===== src/hdm_pkg.sv =====
`timescale 1ns / 1ps
// Shared types, widths, register codes and the popcount helper for the
// Hamming descriptor matcher. No dependencies.

package hdm_pkg;

	// Field widths of the item and result words
	localparam int SLOT_W  = 10;
	localparam int WORD_W  = 64;
	localparam int DESC_W  = 256;
	localparam int DIST_W  = 9;
	localparam int INDEX_W = 10;

	// Configuration register widths
	localparam int COUNT_W = 11;
	localparam int LIMIT_W = 9;
	localparam int RATIO_W = 4;

	// APB port
	localparam int APB_ADDR_W = 4;
	localparam int APB_DATA_W = 32;

	// Register indexes (byte address / 4)
	localparam logic [1:0] REG_ACTIVE_COUNT   = 2'd0;
	localparam logic [1:0] REG_DISTANCE_LIMIT = 2'd1;
	localparam logic [1:0] REG_RATIO_MULT     = 2'd2;

	// Reset values
	localparam logic [COUNT_W-1:0] ACTIVE_COUNT_RST   = 11'd0;
	localparam logic [LIMIT_W-1:0] DISTANCE_LIMIT_RST = 9'd30;
	localparam logic [RATIO_W-1:0] RATIO_MULT_RST     = 4'd2;

	// Distance meaning "nothing found"
	localparam logic [DIST_W-1:0] NO_DIST = 9'd256;

	// Item modes
	localparam logic MODE_LOAD  = 1'b0;
	localparam logic MODE_QUERY = 1'b1;

	// Default depth of the candidate store
	localparam int MAX_CANDIDATES_DEF = 1024;

	// Commands from controller to datapath
	typedef struct packed {
		logic start;    // capture query word, clear best/second, reset scan counter
		logic load_wr;  // write candidate at slot
		logic issue;    // read candidate at scan counter, advance counter
		logic finish;   // register result, mark winner taken if accepted
	} hdm_cmd_t;

	// Status from datapath to controller
	typedef struct packed {
		logic scan_done;  // every candidate below the count has been read
		logic pipe_busy;  // a candidate is still in the distance pipeline
	} hdm_stat_t;

	// SWAR popcount of a 16-bit slice
	function automatic logic [4:0] popcnt16(input logic [15:0] v);
		logic [15:0] a;
		logic [15:0] b;
		logic [15:0] c;
		begin
			a = v - ((v >> 1) & 16'h5555);
			b = (a & 16'h3333) + ((a >> 2) & 16'h3333);
			c = (b + (b >> 4)) & 16'h0F0F;
			popcnt16 = c[4:0] + c[12:8];
		end
	endfunction

endpackage


===== src/hdm_ctrl.sv =====
`timescale 1ns / 1ps
// Controller: sequences load, scan and finish of one word at a time and
// owns the result valid flag. Depends on hdm_pkg.

module hdm_ctrl import hdm_pkg::*; (
	input  logic      clk,
	input  logic      arst_n,
	input  logic      in_valid,
	input  logic      in_mode,
	output logic      in_ready,
	output logic      out_valid,
	input  logic      out_ready,
	input  hdm_stat_t stat,
	output hdm_cmd_t  cmd
);

	typedef enum logic [1:0] {
		ST_IDLE,
		ST_SCAN,
		ST_FINISH
	} state_t;

	state_t state_q;
	logic   out_valid_q;
	logic   in_fire;

	assign in_ready = (state_q == ST_IDLE);
	assign in_fire  = in_valid && in_ready;

	// Commands to the datapath
	always_comb begin
		cmd.load_wr = in_fire && (in_mode == MODE_LOAD);
		cmd.start   = in_fire && (in_mode == MODE_QUERY);
		cmd.issue   = (state_q == ST_SCAN) && !stat.scan_done;
		cmd.finish  = (state_q == ST_FINISH) && (!out_valid_q || out_ready);
	end

	// State and result valid flag
	always_ff @(posedge clk or negedge arst_n) begin
		if (!arst_n) begin
			state_q     <= ST_IDLE;
			out_valid_q <= 1'b0;
		end else begin
			if (cmd.finish) begin
				out_valid_q <= 1'b1;
			end else if (out_ready) begin
				out_valid_q <= 1'b0;
			end
			case (state_q)
				ST_IDLE: begin
					if (cmd.start) begin
						state_q <= ST_SCAN;
					end
				end
				ST_SCAN: begin
					if (stat.scan_done && !stat.pipe_busy) begin
						state_q <= ST_FINISH;
					end
				end
				ST_FINISH: begin
					if (cmd.finish) begin
						state_q <= ST_IDLE;
					end
				end
				default: state_q <= ST_IDLE;
			endcase
		end
	end

	assign out_valid = out_valid_q;

endmodule


===== config.mk =====
export PLATFORM = sky130hd
export DESIGN_NAME = hdm_ctrl
export DESIGN_NICKNAME = d
export VERILOG_FILES = /design/src/hdm_pkg.sv /design/src/hdm_ctrl.sv
export SDC_FILE = /design/constraint.sdc
export NUM_CORES = 1
export LEC_CHECK = 0
export BUFFER_PORTS_ARGS = -buffer_cell sky130_fd_sc_hd__buf_2
export CAP_MARGIN = 10
export CORE_AREA = 4 4 41 43
export DETAILED_ROUTE_END_ITERATION = 6
export DIE_AREA = 0 0 45 47
export SKIP_LAST_GASP = 1
export SYNTH_ARGS = -nofsm -noshare
export SYNTH_HDL_FRONTEND = slang
export SYNTH_SLANG_ARGS = --single-unit
export TNS_END_PERCENT = 100

===== constraint.sdc =====
create_clock -name clk -period 0.8 [get_ports clk]
set_input_delay 0.16 -clock clk [delete_from_list [all_inputs] [get_ports clk]]
set_output_delay 0.16 -clock clk [all_outputs]
set_load 0.05 [all_outputs]

After elaboration in Yosys (flattened, before gate mapping)
Cells that the tools add are included.

operators by class
  mux-type cells = 6
  reduce and logical (&&, ||, !) cells = 13
  bitwise logic cells = 1
  eq/ne operators = 5

operators by type and width
  cell                                                              count
  1-bit logical AND                                                 6
  2-bit two-way mux                                                 3
  2-bit one-hot mux with 3 select lines                             1
  2-bit by 1-bit != test with 1-bit output (second input constant)  2
  1-bit logical NOT                                                 3
  3-bit AND reduction                                               1
  2-bit by 1-bit == test with 1-bit output (second input constant)  1
  2-bit == test (second input constant)                             1
  2-bit logical NOT                                                 1
  1-bit two-way mux                                                 2
  2-bit != test (second input constant)                             1
  2-bit nonzero test                                                1
  1-bit logical OR                                                  1
  1-bit NOT                                                         1

storage, ports and cells
  register bits = 3
  input port bits = 7
  word-level logic and storage cells = 27

Logic depth before layout (Yosys ltp)
  word-level depth = 5
  mapped depth = 2

Worst setup path after synthesis
OpenSTA, ideal clock, no wires.

  path kind = register to output
  start point = register state_q[0]
  end point = output port cmd[2] (netlist name)
  path slack = -1.442 ns
  cell stages (with the launch flop) = 2
  required time = 0.640 ns
  data arrival time = 2.082 ns
  path through = dfrtp_1 -> nor4b_1

RTL lines
  what                    RTL line        text
  start, declared         hdm_ctrl.sv:23  state_t state_q;
  start signal, assigned  hdm_ctrl.sv:41  state_q <= ST_IDLE;
  start signal, assigned  hdm_ctrl.sv:52  state_q <= ST_SCAN;
  start signal, assigned  hdm_ctrl.sv:57  state_q <= ST_FINISH;
  end, declared           hdm_ctrl.sv:14  output hdm_cmd_t cmd

==> metrics <==
status=complete, but fails checks; violated checks=setup timing; max-slew violations=0; final core utilization=0.354; family with the most delay on the worst path=flip-flops; H-tree levels=1; Slew @ Worst Pin=210 ps; synthesis-to-layout area growth=179%; simple-gate share of the synthesized area=0.394; Synth cell types=12; largest net degree at the start of global routing=6; Worst Hold Margin=145 ps; Finished Layout Cells=57; clk_skew=1.76 ps; remaining antenna violation count=0; total global routing overflow=0; Post-Synth Adder-Cell Area=0; Synth Instances=17; clk sinks=3; Area contributors post-synth=dfrtp_1 (45%), nand2b_1 (11%), o32ai_2 (9.8%); first-pass GRT wire length=986 um; power per cell area=2700 mW/mm2; Final Hold Viols=0; crit share post-route=1.65; Max-Cap Viols=0; largest family of logic cells by synthesized area=simple AND/OR/NAND/NOR gates; CP max FO=4; Compound-Gate Fraction of Synth Area=0.129; Setup violations, final=9; core area=0.00130 mm2; unrepaired setup endpoints after global routing=yes; CP cell instances=buf_6 -> nor4b_4 -> buf_6; Ports=13; synthesized net count=24; WL per Instance=10.1 um; share of cells above drive strength 1=0.810; CTS tree=done; placed instance count=48; area fraction of the dominant cell type after synthesis=0.455; sequential share of the synthesized area=0.455; most frequent cells in the layout=buf_2 (6), buf_6 (6), buf_4 (6); syn_area_per_cell=9.72 um2; via count=218; DRT Pass-1 Iters=2; initial core utilization=0.127; post-synthesis mux area share=0; routability cong.=0.785; worst rel slew slack=0.860; nature of the critical path startpoint=flop; Clock Pin Slew Worst Setup and Hold Paths=40 ps; Die Ht=47 um; IO buf count=12; xor and xnor area share after synthesis=0; drt initial violations=2; initial antenna violation count=0; setup ws final=-521 ps; leakage power=0.229 nW; clk root buf=clkbuf_4; ANT cells=0; vias in the first global route=236; num rows=13; Layout Nets=50; Worst EP arrival=1160 ps; vias per cell=3.82; crit end category=output port; latest clock arrival within the worst-skew pair=230 ps; CP max-delay cell=dfrtp_1; Ys Warns=0; synthesized area=165 um2; DRT Wirelength=575 um; CTS Buf Count=3; Place WS=-387 ps; Top cell by count, worst path=buf_6; die area=0.00212 mm2; Total GRT Usage=0.0727; Max VDD drop=1.11 mV; Buf/Inv on CP=2; die width=45 um; Worst Hold Class=input pin to flop; kind of critical path=flop to output port; synthesized flop and latch total=3; leading area contributor after synthesis=dfrtp_1; Longest Clk Path Bufs=2; CP max stage delay=380 ps; Data required, critical path=640 ps; DRC=0; fmax=0.757 GHz; Final min period=1320 ps
==> cell usage after synthesis <==
cell type  count
and3_1         1
nor3_1         1
inv_1          1
nor4b_1        1
nand2b_1       3
nor2_1         2
dfrtp_1        3
nand2_1        1
o32ai_2        1
nor2b_1        1
and3b_1        1
a21oi_1        1
==> power breakdown <==
part,internal (mW),switching (mW),total [mW]
clock network,0.187,0.0729,0.259
registers,0.189,0.0415,0.231
logic,0.368,0.386,0.754
total,0.744,0.501,1.24
==> state kept, by name, indices dropped and copies added (netlist names) <==
register	flops
out_valid	1
state_q	2
==> what timing repair did <==
action,CTS,global route
endpoints found under the hold margin,3,0
hold buffers,1,0
resized for setup,17,1
buffers inserted,1,3
setup endpoints to repair,9,9
pin swaps,0,1
==> cell families (layout without fill, tap and decap cells) <==
logic type,count (synthesis),in the layout
buffers and inverters,1,26
AO/OA/AOI/OAI,2,2
AND/OR/NAND/NOR,11,11
flip-flops,3,3
==> per-layer routing <==
| layer | vias up | wire (um) | global-route usage |
|---|---|---|---|
| met2 | 13 | 254 | 0.0989 |
| met5 | - | 0 | 0 |
| met4 | 0 | 6 | 0.0877 |
| li1 | 108 | - | - |
| met3 | 2 | 80 | 0.0230 |
| met1 | 95 | 233 | 0.0818 |
==> path summary, 6_finish.rpt <==
kind | depth (start not counted) | endpoint | slack, ps | start
worst max register to register | 5 | state_q[1]$_DFFE_PN0P_ | -290 | state_q[0]$_DFFE_PN0P_
min in group asynchronous | 2 | state_q[0]$_DFFE_PN0P_ | 260 | arst_n
worst min register to register | 1 | state_q[0]$_DFFE_PN0P_ | 550 | state_q[1]$_DFFE_PN0P_
worst min-delay path | 2 | state_q[1]$_DFFE_PN0P_ | 140 | stat[0]
max in group asynchronous | 2 | out_valid$_DFFE_PN0P_ | 420 | arst_n
worst max-delay path | 3 | cmd[2] | -520 | state_q[0]$_DFFE_PN0P_
==> area by class of cell <==
type                    count  area, um2
fillers                   145        841
repair buffers             21        183
multi-input cells          13        151
flip-flops and latches      3       77.6
clock buffers               4       26.3
well taps                  15       18.8
inverters                   1       3.75
==> through the flow <==
stage               cell area, um2  total power, mW  TNS [ps]
global placement               327            0.762     -2020
finish                         460             1.24     -3180
floorplan                      218            0.597     -1850
global route                   460             1.33     -3630
detailed placement             327            0.767     -2150
CTS                            434             1.22     -3180
No activity file was read; power rests on OpenSTA's default activity.
