$ cat src/hdm_pkg.sv
`timescale 1ns / 1ps
// Shared types, widths, register codes and the popcount helper for the
// Hamming descriptor matcher. No dependencies.

package hdm_pkg;

	// Field widths of the item and result words
	localparam int SLOT_W  = 10;
	localparam int WORD_W  = 64;
	localparam int DESC_W  = 256;
	localparam int DIST_W  = 9;
	localparam int INDEX_W = 10;

	// Configuration register widths
	localparam int COUNT_W = 11;
	localparam int LIMIT_W = 9;
	localparam int RATIO_W = 4;

	// APB port
	localparam int APB_ADDR_W = 4;
	localparam int APB_DATA_W = 32;

	// Register indexes (byte address / 4)
	localparam logic [1:0] REG_ACTIVE_COUNT   = 2'd0;
	localparam logic [1:0] REG_DISTANCE_LIMIT = 2'd1;
	localparam logic [1:0] REG_RATIO_MULT     = 2'd2;

	// Reset values
	localparam logic [COUNT_W-1:0] ACTIVE_COUNT_RST   = 11'd0;
	localparam logic [LIMIT_W-1:0] DISTANCE_LIMIT_RST = 9'd30;
	localparam logic [RATIO_W-1:0] RATIO_MULT_RST     = 4'd2;

	// Distance meaning "nothing found"
	localparam logic [DIST_W-1:0] NO_DIST = 9'd256;

	// Item modes
	localparam logic MODE_LOAD  = 1'b0;
	localparam logic MODE_QUERY = 1'b1;

	// Default depth of the candidate store
	localparam int MAX_CANDIDATES_DEF = 1024;

	// Commands from controller to datapath
	typedef struct packed {
		logic start;    // capture query word, clear best/second, reset scan counter
		logic load_wr;  // write candidate at slot
		logic issue;    // read candidate at scan counter, advance counter
		logic finish;   // register result, mark winner taken if accepted
	} hdm_cmd_t;

	// Status from datapath to controller
	typedef struct packed {
		logic scan_done;  // every candidate below the count has been read
		logic pipe_busy;  // a candidate is still in the distance pipeline
	} hdm_stat_t;

	// SWAR popcount of a 16-bit slice
	function automatic logic [4:0] popcnt16(input logic [15:0] v);
		logic [15:0] a;
		logic [15:0] b;
		logic [15:0] c;
		begin
			a = v - ((v >> 1) & 16'h5555);
			b = (a & 16'h3333) + ((a >> 2) & 16'h3333);
			c = (b + (b >> 4)) & 16'h0F0F;
			popcnt16 = c[4:0] + c[12:8];
		end
	endfunction

endpackage

$ cat src/hdm_regs.sv
`timescale 1ns / 1ps
// APB configuration registers: active count, distance limit, ratio factor.
// Depends on hdm_pkg.

module hdm_regs import hdm_pkg::*; (
	input  logic                  clk,
	input  logic                  arst_n,
	input  logic                  psel,
	input  logic                  penable,
	input  logic                  pwrite,
	input  logic [APB_ADDR_W-1:0] paddr,
	input  logic [APB_DATA_W-1:0] pwdata,
	output logic [APB_DATA_W-1:0] prdata,
	output logic [COUNT_W-1:0]    active_count,
	output logic [LIMIT_W-1:0]    distance_limit,
	output logic [RATIO_W-1:0]    ratio_mult
);

	logic [COUNT_W-1:0] active_count_q;
	logic [LIMIT_W-1:0] distance_limit_q;
	logic [RATIO_W-1:0] ratio_mult_q;
	logic [1:0]         reg_idx;
	logic               wr_en;

	assign reg_idx = paddr[3:2];
	assign wr_en   = psel && penable && pwrite;

	// Write on the access phase
	always_ff @(posedge clk or negedge arst_n) begin
		if (!arst_n) begin
			active_count_q   <= ACTIVE_COUNT_RST;
			distance_limit_q <= DISTANCE_LIMIT_RST;
			ratio_mult_q     <= RATIO_MULT_RST;
		end else if (wr_en) begin
			case (reg_idx)
				REG_ACTIVE_COUNT:   active_count_q   <= pwdata[COUNT_W-1:0];
				REG_DISTANCE_LIMIT: distance_limit_q <= pwdata[LIMIT_W-1:0];
				REG_RATIO_MULT:     ratio_mult_q     <= pwdata[RATIO_W-1:0];
				default: ;
			endcase
		end
	end

	// Read back
	always_comb begin
		case (reg_idx)
			REG_ACTIVE_COUNT:   prdata = APB_DATA_W'(active_count_q);
			REG_DISTANCE_LIMIT: prdata = APB_DATA_W'(distance_limit_q);
			REG_RATIO_MULT:     prdata = APB_DATA_W'(ratio_mult_q);
			default:            prdata = '0;
		endcase
	end

	assign active_count   = active_count_q;
	assign distance_limit = distance_limit_q;
	assign ratio_mult     = ratio_mult_q;

endmodule

$ cat config.mk
export PLATFORM = sky130hd
export DESIGN_NAME = hdm_regs
export DESIGN_NICKNAME = d
export VERILOG_FILES = /design/src/hdm_pkg.sv /design/src/hdm_regs.sv
export SDC_FILE = /design/constraint.sdc
export NUM_CORES = 1
export LEC_CHECK = 0
export ABC_CLOCK_PERIOD_IN_PS = 2200
export BUFFER_PORTS_ARGS = -buffer_cell sky130_fd_sc_hd__buf_4
export CAP_MARGIN = 10
export CORE_MARGIN = 2
export CORE_UTILIZATION = 35
export DETAILED_ROUTE_END_ITERATION = 6
export PLACE_DENSITY = 0.73
export SLEW_MARGIN = 20
export SYNTH_ARGS = -nofsm -noshare
export SYNTH_HDL_FRONTEND = slang
export SYNTH_SLANG_ARGS = --single-unit
$ cat constraint.sdc
create_clock -name clk -period 2.2 [get_ports clk]
set_input_delay 0.55 -clock clk [delete_from_list [all_inputs] [get_ports clk]]
set_output_delay 0.55 -clock clk [all_outputs]
set_load 0.02 [all_outputs]
Word level (Yosys, flattened, before mapping)
Cells that the tools add are included.
- input bits: 41
- bits in registers: 24
- output and inout port bits: 56
- logic and storage cells: 12
- eq/ne operators: 2
- reductions and logical operators: 6
- mux-type cells: 1
- operators by type and width (cell ; number):
    11-bit case mux with 3 select lines ; 1
    2-bit AND reduction ; 3
    2-bit by 1-bit equality test with 1-bit output (second input constant) ; 1
    2-bit equality test (second input constant) ; 1
    1-bit logical AND ; 2
    2-bit zero test ; 1

Longest topological paths before layout
- depth after elaboration: 3
- gate-level depth with buffers: 4

Least setup slack after synthesis
No wires, ideal clock.
- path type: in2out
- from: in paddr[3]
- to: out prdata[0]
- arrival: 1.327 ns
- stages on the path: 3
- path slack: 0.323 ns
- cells stage by stage: buf_2 mux2i_1 o21ai_0
- word-level cells in the longest chain between the ends: 2
- ends and longest elaborated chain (what ; RTL line ; RTL):
    start, declared ; hdm_regs.sv:11 ; input logic [APB_ADDR_W-1:0] paddr,
    2-bit equality test (tied with other cells) ; hdm_regs.sv:46 ; case (reg_idx)
    11-bit case mux with 3 select lines * ; hdm_regs.sv:46 ;
    end, declared ; hdm_regs.sv:13 ; output logic [APB_DATA_W-1:0] prdata,
Every way passes the cells marked *; elsewhere a longest branch is shown, timed or not.

Final worst setup path
Same ends and word-level chain as after synthesis.

==> metrics.md <==
| Metric | Value |
|---|---|
| Status | `completed` |
| RSZ-0062 raised after global routing | `no` |
| Crit Path Max Fanout | `14` |
| Slew Limit Fails | `0` |
| Final antenna-violating net count | `0` |
| DRT Pass-1 Iters | `4` |
| Ant diodes | `0` |
| Hold_buf cts | `0` |
| Register Area | `607 µm²` |
| Worst EP arrival | `1.45 ns` |
| Die Area | `4250 µm²` |
| Vias | `909` |
| Leak | `0.905 nW` |
| Post-route cell area | `1750 µm²` |
| Share of layout cells above drive strength 1 | `0.576` |
| Net Sw Frac | `0.332` |
| Avg Cell Area, Syn | `12.6 µm²` |
| DIE HEIGHT | `65.2 µm` |
| Clk pwr share | `0.229` |
| Post-synthesis sequential area ratio | `0.463` |
| Post-Route Setup TNS | `0 ns` |
| WS Path Type | `in2out` |
| Worst vdd ir | `0.478 mV` |
| Worst path most repeated cell | `buf_4` |
| Initial antenna violation count | `0` |
| Clk Latency, worst-skew pair | `0.26 ns` |
| Clk_skew | `0 ns` |
| CP cell instances | `buf_4 -> nor2b_1 -> nand2_1 -> o21ai_0 -> buf_4` |
| Area leader, netlist | `dfrtp_1` |
| Switch Pwr | `553 µW` |
| Fin Hold WS | `0.175 ns` |
| Critical Path Slowest Stage Cell | `nor2b_1` |
| Fmax | `0.501 GHz` |
| Data required time of the worst path | `1.65 ns` |
| Top cells by area, synth | `dfrtp_1 (36%), buf_4 (12%), mux2_2 (12%)` |
| Sequential power share | `0.388` |
| Max-Cap Viols | `0` |
| Non-Filler Instances | `206` |
| Final hold vios | `0` |
| Multi-input gate area in the final layout | `594 µm²` |
| Yosys cell types | `18` |
| Routed len/inst | `13.1 µm` |
| Rows | `22` |
| Synth warn | `0` |
| Placed insts | `202` |
| Hold Path Class | `in2async` |
| TritonCTS clock tree | `done` |
| Global-route wire length before repair | `4.47 mm` |
| GPL Wtd Cong | `0.652` |
| CP max stage delay | `0.33 ns` |
| Setup Buffers After CTS | `0` |
| Port buffer count | `52` |
| Clock root buffer | `clkbuf_8` |
| Largest net degree at the start of global routing | `25` |
| P per Cell Area | `955 nW/µm²` |
| Post-route DRC | `0` |
| Final setup violation count | `0` |
| Drt first-iter violations | `20` |
| Post-layout min period | `2.00 ns` |
| Vias in the first global route | `947` |
| Internal Dissipation | `1.11 mW` |
| CP Capture Type | `output port` |
| Initial core utilization | `0.361` |
| CTS HTree Levels | `1` |
| GRT overflow | `0` |
| Net count, final | `200` |
| Fin util | `0.480` |
| Buf+Inv Stages, Crit Path | `2` |
| Placeable Area | `3630 µm²` |
| Setup crit start kind | `primary input` |
| CTS buffer count | `3` |
| Max clock buf depth | `2` |
| Dpl cell area | `1670 µm²` |
| Synthesized instance count | `104` |
| Flops & latches, synth | `24` |
| Vias/cell | `4.41` |
| Layout fillers | `357` |
| Chip width | `65.2 µm` |
| Share of the synthesized area in the top cell type | `0.363` |
| # IOs | `97` |
| Final WL | `2.71 mm` |
| Critical path's top delay family | `simple AND/OR/NAND/NOR gates` |
| Comb power frac | `0.382` |
| Gr usage total | `0.134` |
| Synth Cell Area | `1310 µm²` |
| Fin crit share | `0.908` |
| CTS sink cnt | `24` |
| Area growth, synth to finish | `33.2%` |
| Post-DP HPWL | `2.02 mm` |
| Clock-pin slew on the worst setup and hold paths | `0.09 ns` |
| Post-CTS resize count | `0` |
## placed cells by master (no fill, tap or decap)
cell type / synthesis / layout
bufinv_16: 0 / 1
clkbuf_8: 0 / 3
nor2b_1: 1 / 1
nor3b_2: 1 / 1
mux2_4: 10 / 10
nor2_1: 6 / 6
conb_1: 1 / 21
dfrtp_1: 19 / 19
mux2i_1: 9 / 9
nor3b_1: 1 / 1
or3_4: 1 / 1
dfstp_2: 5 / 5
nand2_1: 4 / 4
o21ai_0: 4 / 4
nand3_2: 1 / 1
and2_1: 2 / 2
buf_4: 21 / 55
mux2_2: 14 / 14
## power groups by stage
stage / clock network (mW) / logic [mW] / registers [mW]
2_1_floorplan: 0 / 0.270 / 0.767
3_5_place_dp: 0 / 0.645 / 0.653
3_3_place_gp: 0 / 0.637 / 0.644
5_1_grt: 0.417 / 0.679 / 0.664
6_report: 0.382 / 0.638 / 0.647
4_1_cts: 0.397 / 0.645 / 0.647
## synth_stat cells, drive strengths merged
library cell / count
and2: 2
buf: 25
conb: 1
dfrtp: 19
dfstp: 5
mux2: 24
mux2i: 9
nand2: 4
nand3: 1
nor2: 6
nor2b: 1
nor3b: 2
o21ai: 4
or3: 1
## state kept, by name, summed over array words and instances, names as in the netlist
register	count
active_count	11
distance_limit	9
ratio_mult	4
## per-layer routing
metal	vias up	track usage	share of wire
met1	439	0.174	0.44
li1	419	-	-
met3	0	0.0308	0.084
met2	51	0.230	0.47
met4	0	0.0234	0
met5	-	0	0
## per-stage QoR
stage | total power [mW] | worst slack, ns
finish | 1.67 | 0.202
global route | 1.76 | 0.132
CTS | 1.69 | 0.203
detailed placement | 1.30 | 0.212
global placement | 1.28 | 0.218
floorplan | 1.04 | 0.323
## worst paths after layout
check,start,end,slack [ns],depth (start not counted)
max in group asynchronous,arst_n,distance_limit[3]$_DFFE_PN1P_,1.73,1
setup reg to reg,active_count[0]$_DFFE_PN0P_,active_count[0]$_DFFE_PN0P_,1.40,1
hold reg to reg,distance_limit[6]$_DFFE_PN0P_,distance_limit[6]$_DFFE_PN0P_,0.54,1
setup / recovery,paddr[3],prdata[0],0.20,5
min in group clk,pwdata[10],active_count[10]$_DFFE_PN0P_,0.51,2
hold / removal,arst_n,active_count[0]$_DFFE_PN0P_,0.18,1
## cells by family (layout without fill, tap and decap cells)
| group | Yosys count | count (layout) | synth area share |
|---|---|---|---|
| other | 1 | 21 | 0.00286 |
| muxes | 33 | 33 | 0.304 |
| DFF | 24 | 24 | 0.463 |
| AOI/OAI and AO/OA | 4 | 4 | 0.0153 |
| buffers and inverters | 25 | 59 | 0.140 |
| and+or+nand+nor | 17 | 17 | 0.0745 |
## cell type report
class	count	area share
clock buffers	3	0.0237
clock inverters	1	0.0172
multi-input cells	75	0.341
flip-flops and latches	24	0.348
well taps	48	0.0344
repair buffers	55	0.237
No activity file was read; power rests on OpenSTA's default activity.
